`src/rtl/ppp_pkg.sv`:
```
// Shared constants, codes and width helpers of the perspective point projection core.
// Depends on nothing; every other file of the block uses it.
package ppp_pkg;

   localparam int COORD_BITS_DEF     = 16;
   localparam int TRIG_FRAC_BITS_DEF = 14;
   localparam int RADIUS_BITS        = 16;
   localparam int DIST_BITS          = 16;
   localparam int CSR_INDEX_BITS     = 3;

   // The queue depth must be a power of two so that its pointers wrap on their own.
   localparam int FIFO_DEPTH = 4;

   localparam logic [RADIUS_BITS-1:0] RADIUS_RESET = RADIUS_BITS'(800);
   localparam logic [DIST_BITS-1:0]   DIST_RESET   = DIST_BITS'(1000);

   typedef enum logic [CSR_INDEX_BITS-1:0] {
      CSR_SIN_THETA,
      CSR_COS_THETA,
      CSR_SIN_PHI,
      CSR_COS_PHI,
      CSR_VIEW_RADIUS,
      CSR_SCREEN_DISTANCE
   } csr_index_type;

   typedef struct packed {
      logic full;
      logic empty;
   } fifo_status_type;

   function automatic int max_int(input int a, input int b);
      return (a > b) ? a : b;
   endfunction

   // Width of the view coordinates, held at scale 2^(2*frac).
   function automatic int view_bits(input int coord_bits, input int trig_frac_bits);
      return 2 * (trig_frac_bits + 2) + max_int(coord_bits, RADIUS_BITS) + 2;
   endfunction

   // Width of the rounding numerator 2*d*v + zv.
   function automatic int num_bits(input int coord_bits, input int trig_frac_bits);
      return view_bits(coord_bits, trig_frac_bits) + DIST_BITS + 2;
   endfunction

   // Width of one queue entry: two numerators, the denominator and the depth flag.
   function automatic int entry_bits(input int coord_bits, input int trig_frac_bits);
      return 2 * num_bits(coord_bits, trig_frac_bits)
             + view_bits(coord_bits, trig_frac_bits) + 1;
   endfunction

endpackage

```
`src/rtl/ppp_fifo.sv`:
```
// Short flip-flop queue between the front and the back of the projection core.
// Depends on ppp_pkg for the depth and the status struct.
module ppp_fifo #(
   parameter int DATA_BITS = 8
) (
   input  logic                        clock,
   input  logic                        reset,
   input  logic                        push,
   input  logic [DATA_BITS-1:0]        push_data,
   input  logic                        pop,
   output logic [DATA_BITS-1:0]        pop_data,
   output ppp_pkg::fifo_status_type    status
);
   import ppp_pkg::*;

   localparam int PTR_BITS = $clog2(FIFO_DEPTH);
   localparam int CNT_BITS = $clog2(FIFO_DEPTH + 1);
   localparam logic [CNT_BITS-1:0] DEPTH_COUNT = CNT_BITS'(FIFO_DEPTH);

   logic [DATA_BITS-1:0] mem_ff [FIFO_DEPTH];
   logic [PTR_BITS-1:0]  wr_ptr_ff, wr_ptr_in;
   logic [PTR_BITS-1:0]  rd_ptr_ff, rd_ptr_in;
   logic [CNT_BITS-1:0]  count_ff, count_in;

   assign status.full  = (count_ff == DEPTH_COUNT);
   assign status.empty = (count_ff == '0);
   assign pop_data     = mem_ff[rd_ptr_ff];

   always_comb begin
      wr_ptr_in = push ? wr_ptr_ff + 1'b1 : wr_ptr_ff;
      rd_ptr_in = pop ? rd_ptr_ff + 1'b1 : rd_ptr_ff;
      count_in  = count_ff;
      if (push && !pop) begin
         count_in = count_ff + 1'b1;
      end else if (pop && !push) begin
         count_in = count_ff - 1'b1;
      end
   end

   always_ff @(posedge clock) begin
      if (reset) begin
         wr_ptr_ff <= '0;
         rd_ptr_ff <= '0;
         count_ff  <= '0;
      end else begin
         wr_ptr_ff <= wr_ptr_in;
         rd_ptr_ff <= rd_ptr_in;
         count_ff  <= count_in;
      end
   end

   always_ff @(posedge clock) begin
      if (push) begin
         mem_ff[wr_ptr_ff] <= push_data;
      end
   end

   a_push_has_room: assert property (@(posedge clock) disable iff (reset)
      push |-> !status.full)
      else $error("Queue written while full.");

   a_pop_has_data: assert property (@(posedge clock) disable iff (reset)
      pop |-> !status.empty)
      else $error("Queue read while empty.");

   a_count_bound: assert property (@(posedge clock) disable iff (reset)
      count_ff <= DEPTH_COUNT)
      else $error("Queue count beyond its depth.");

endmodule

```
`config.mk`:
```
export PLATFORM = sky130hd
export DESIGN_NAME = ppp_fifo
export DESIGN_NICKNAME = d
export VERILOG_FILES = /design/src/rtl/ppp_pkg.sv /design/src/rtl/ppp_fifo.sv
export SDC_FILE = /design/constraint.sdc
export NUM_CORES = 1
export LEC_CHECK = 0
export ABC_AREA = 1
export BUFFER_PORTS_ARGS = -buffer_cell sky130_fd_sc_hd__buf_4
export CAP_MARGIN = 40
export CORE_UTILIZATION = 49
export CTS_CLUSTER_DIAMETER = 40
export CTS_CLUSTER_SIZE = 12
export DETAILED_ROUTE_END_ITERATION = 16
export GPL_TIMING_DRIVEN = 0
export PLACE_DENSITY = 0.76
export SLEW_MARGIN = 25
export SYNTH_ARGS = -nofsm -noshare
export SYNTH_HDL_FRONTEND = slang
export SYNTH_SLANG_ARGS = --single-unit
```
`constraint.sdc`:
```
create_clock -name clock -period 2.4 [get_ports clock]
set_input_delay 0.48 -clock clock [delete_from_list [all_inputs] [get_ports clock]]
set_output_delay 0.48 -clock clock [all_outputs]
set_load 0.01 [all_outputs]
```
==> flow_summary_export.csv <==
group,metric,value,unit
timing,slew_headroom,0.757,
placement,placed_area,0.00185,mm2
global_route,first_global_vias,1046,
synthesis,yosysUniqueCellTypes,19,
critical_path,worstPathRequired,1920,ps
floorplanning,die_height,59.9,um
synthesis,synth_largest_area_cell,"edfxtp_1",
synthesis,syn_inst,134,
synthesis,biggest_area_contributors_in_the_synthesized_netlist,"edfxtp_1, dfxtp_1, o21ai_0, nor2_1, ha_1",
pwr,pwr_density_cell,700,mW/mm2
timing,finalSetupViolCount,0,
timing,final_min_period_over_clock_period,0.820,
routing,wl_per_cell,13.5,um
layout,num-fill-cells,251,
floorplanning,die_width,59.9,um
synthesis,synth.yosys.warnings,0,
layout,most_common_cell_after_layout_fill_and_taps_aside,"edfxtp_1",
timing,worst_pin_slew,365,ps
min_path,min_path_type,"input port to flop",
cts,post-cts-setup-buffer-count,0,
layout,fin_area,0.00190,mm2
cts,post_cts_resize_count,0,
pwr,leakagePower,0.766,nW
routing,drc_errors,0,
cts,cts_tree,"built",
synthesis,synth_nets,152,
status,run_status,"finished clean",
pwr,ir_drop,0.359,mV
layout,area.sequential,0.00114,mm2
cts,clockBufferDepth,2,
critical_path,worst_path_arrival,1490,ps
timing,grt_setup_unrepaired,"no",
cts,ctsHtreeMaxLevel,2,
synthesis,syn_avg_cell_area,12.3,um2
layout,final_layout_size_suffix_gt1_frac,0.215,
cts,clkSinkCount,41,
timing,finClkSkew,14.5,ps
global_route,gr-total-overflow,0,
routing,routed_wirelength,2790,um
floorplanning,rows,20,
timing,post-route-min-period,1970,ps
timing,accumulated_negative_setup_slack,0,ps
cts,hold_buffers,0,
routing,first_iter_violations,24,
critical_path,critical_path_peak_fanout,9,
layout,areaGrowthSynthToFinish,16.0,%
synthesis,synth_top_area_frac,0.585,
floorplanning,pin_count,22,
routing,routed-via-count,1035,
synthesis,synth-seq-cells,41,
timing,final_hold_viol_count,0,
layout,top_library_cells_by_usage_in_the_layout_fill_and_taps_aside,"edfxtp_1, buf_4, nor2_1",
layout,multiInputGateArea,414,um2
routing,number_of_detailed_routing_iterations_run_before_antenna_repair,4,
routing,drt-vias-per-instance,5.00,
floorplanning,fp.dieArea,0.00359,mm2
timing,drv_slew,0,
cts,cts.root.buffer_cell,"clkbuf_4",
layout,nNetsFinal,180,
pwr,overall_power,0.00133,W
cts,cts.clk_slew.worst_paths,110,ps
timing,fmaxAchievable,508,MHz
critical_path,critical_path_class,"flop to output pin",
global_route,wire_length_of_the_first_global_routing_pass,4530,um
placement,place.gp.congestion,0.731,
routing,drt.antenna.violating_nets,0,
floorplanning,initial_core_util,0.525,
placement,dp_hpwl,1920,um
run,drv_cap,0,
synthesis,sequential_area_share_after_synthesis,0.695,
layout,final_util,0.609,
global_route,initial_antenna_violation_count,0,
synthesis,mappedNetlistArea,0.00164,mm2
critical_path,startpoint_type,"flop",
cts,tritoncts.num_buffers,5,
floorplanning,core,0.00313,mm2
global_route,grt_max_degree,13,
global_route,globalRouteTotalUtil,0.188,
placement,port-buffer-count,21,
layout,number_of_antenna_repair_diodes,0,
cts,clk-insertion-delay-late,340,ps
critical_path,critical_path.endpoint_type,"output pin",
-- registers in the layout, summed over array words and instances, names as in the netlist, named ones only --
name,flops
mem_ff,32
rd_ptr_ff,2
wr_ptr_ff,2
count_ff,3
-- kinds of logic after synthesis --
logic type / count (synthesis) / share of synthesized area
compound gates: 32 / 0.108
xor+xnor: 1 / 0.00534
fa+ha+maj: 6 / 0.0503
buf+inv: 19 / 0.0526
flops: 41 / 0.695
simple gates: 35 / 0.0884
-- through the flow --
step | hold WS (ps) | setup WS (ps) | instances
floorplan | 412 | 919 | 134
global placement | 427 | 747 | 199
detailed placement | 452 | 667 | 199
CTS | 273 | 411 | 207
global route | 272 | 296 | 207
finish | 296 | 433 | 207
-- cell usage after synthesis --
library cell / n
o21ai_1: 2
a21oi_1: 3
xor2_1: 1
nor2_2: 3
o22ai_1: 8
o21ai_2: 2
inv_1: 16
nor3_1: 2
dfxtp_1: 9
edfxtp_1: 32
nand4_1: 1
inv_2: 1
fa_1: 1
buf_6: 2
nand3_1: 1
o21ai_0: 17
ha_1: 5
nand2_1: 9
nor2_1: 19
-- report_power, final --
part / leakage [nW] / internal, W / total [W] / switching, W
sequential: 0.369 / 0.000804 / 0.000828 / 0.0000237
combinational: 0.368 / 0.0000844 / 0.000188 / 0.000104
clock: 0.0293 / 0.000114 / 0.000318 / 0.000203
-- worst max-delay path: stages (launching register included) --
cell	delay [ps]
dfxtp_1	520
inv_1	220
o21ai_0	140
o22ai_1	110
buf_4	150
-- cell type report --
| type | count | area share |
|---|---|---|
| buffer | 2 | 0.0118 |
| clock buffer | 7 | 0.0237 |
| clock inverter | 1 | 0.00263 |
| inverter | 17 | 0.0335 |
| multi-input combinational | 74 | 0.217 |
| sequential | 41 | 0.599 |
| tap | 44 | 0.0289 |
| timing repair buffer | 21 | 0.0828 |
-- final timing paths --
check / from / to / slack (ps) / cells past startpoint
setup reg to reg: count_ff[0]$_SDFFE_PP0P_ / count_ff[2]$_SDFFE_PP0P_ / 1130 / 7
hold reg to reg: rd_ptr_ff[1]$_SDFFE_PP0P_ / flop / 460 / 1
setup / recovery: flop / pop_data[3] / 430 / 4
hold / removal: reset / count_ff[0]$_SDFFE_PP0P_ / 300 / 2
-- metal layers --
metal | global-route usage | share of wire | vias up
met2 | 0.321 | 0.52 | 25
met4 | 0.0997 | 0.0093 | 0
met5 | 0 | 0 | -
li1 | - | - | 521
met3 | 0.0736 | 0.046 | 2
met1 | 0.198 | 0.43 | 487
Power figures use the tool's default switching activity.
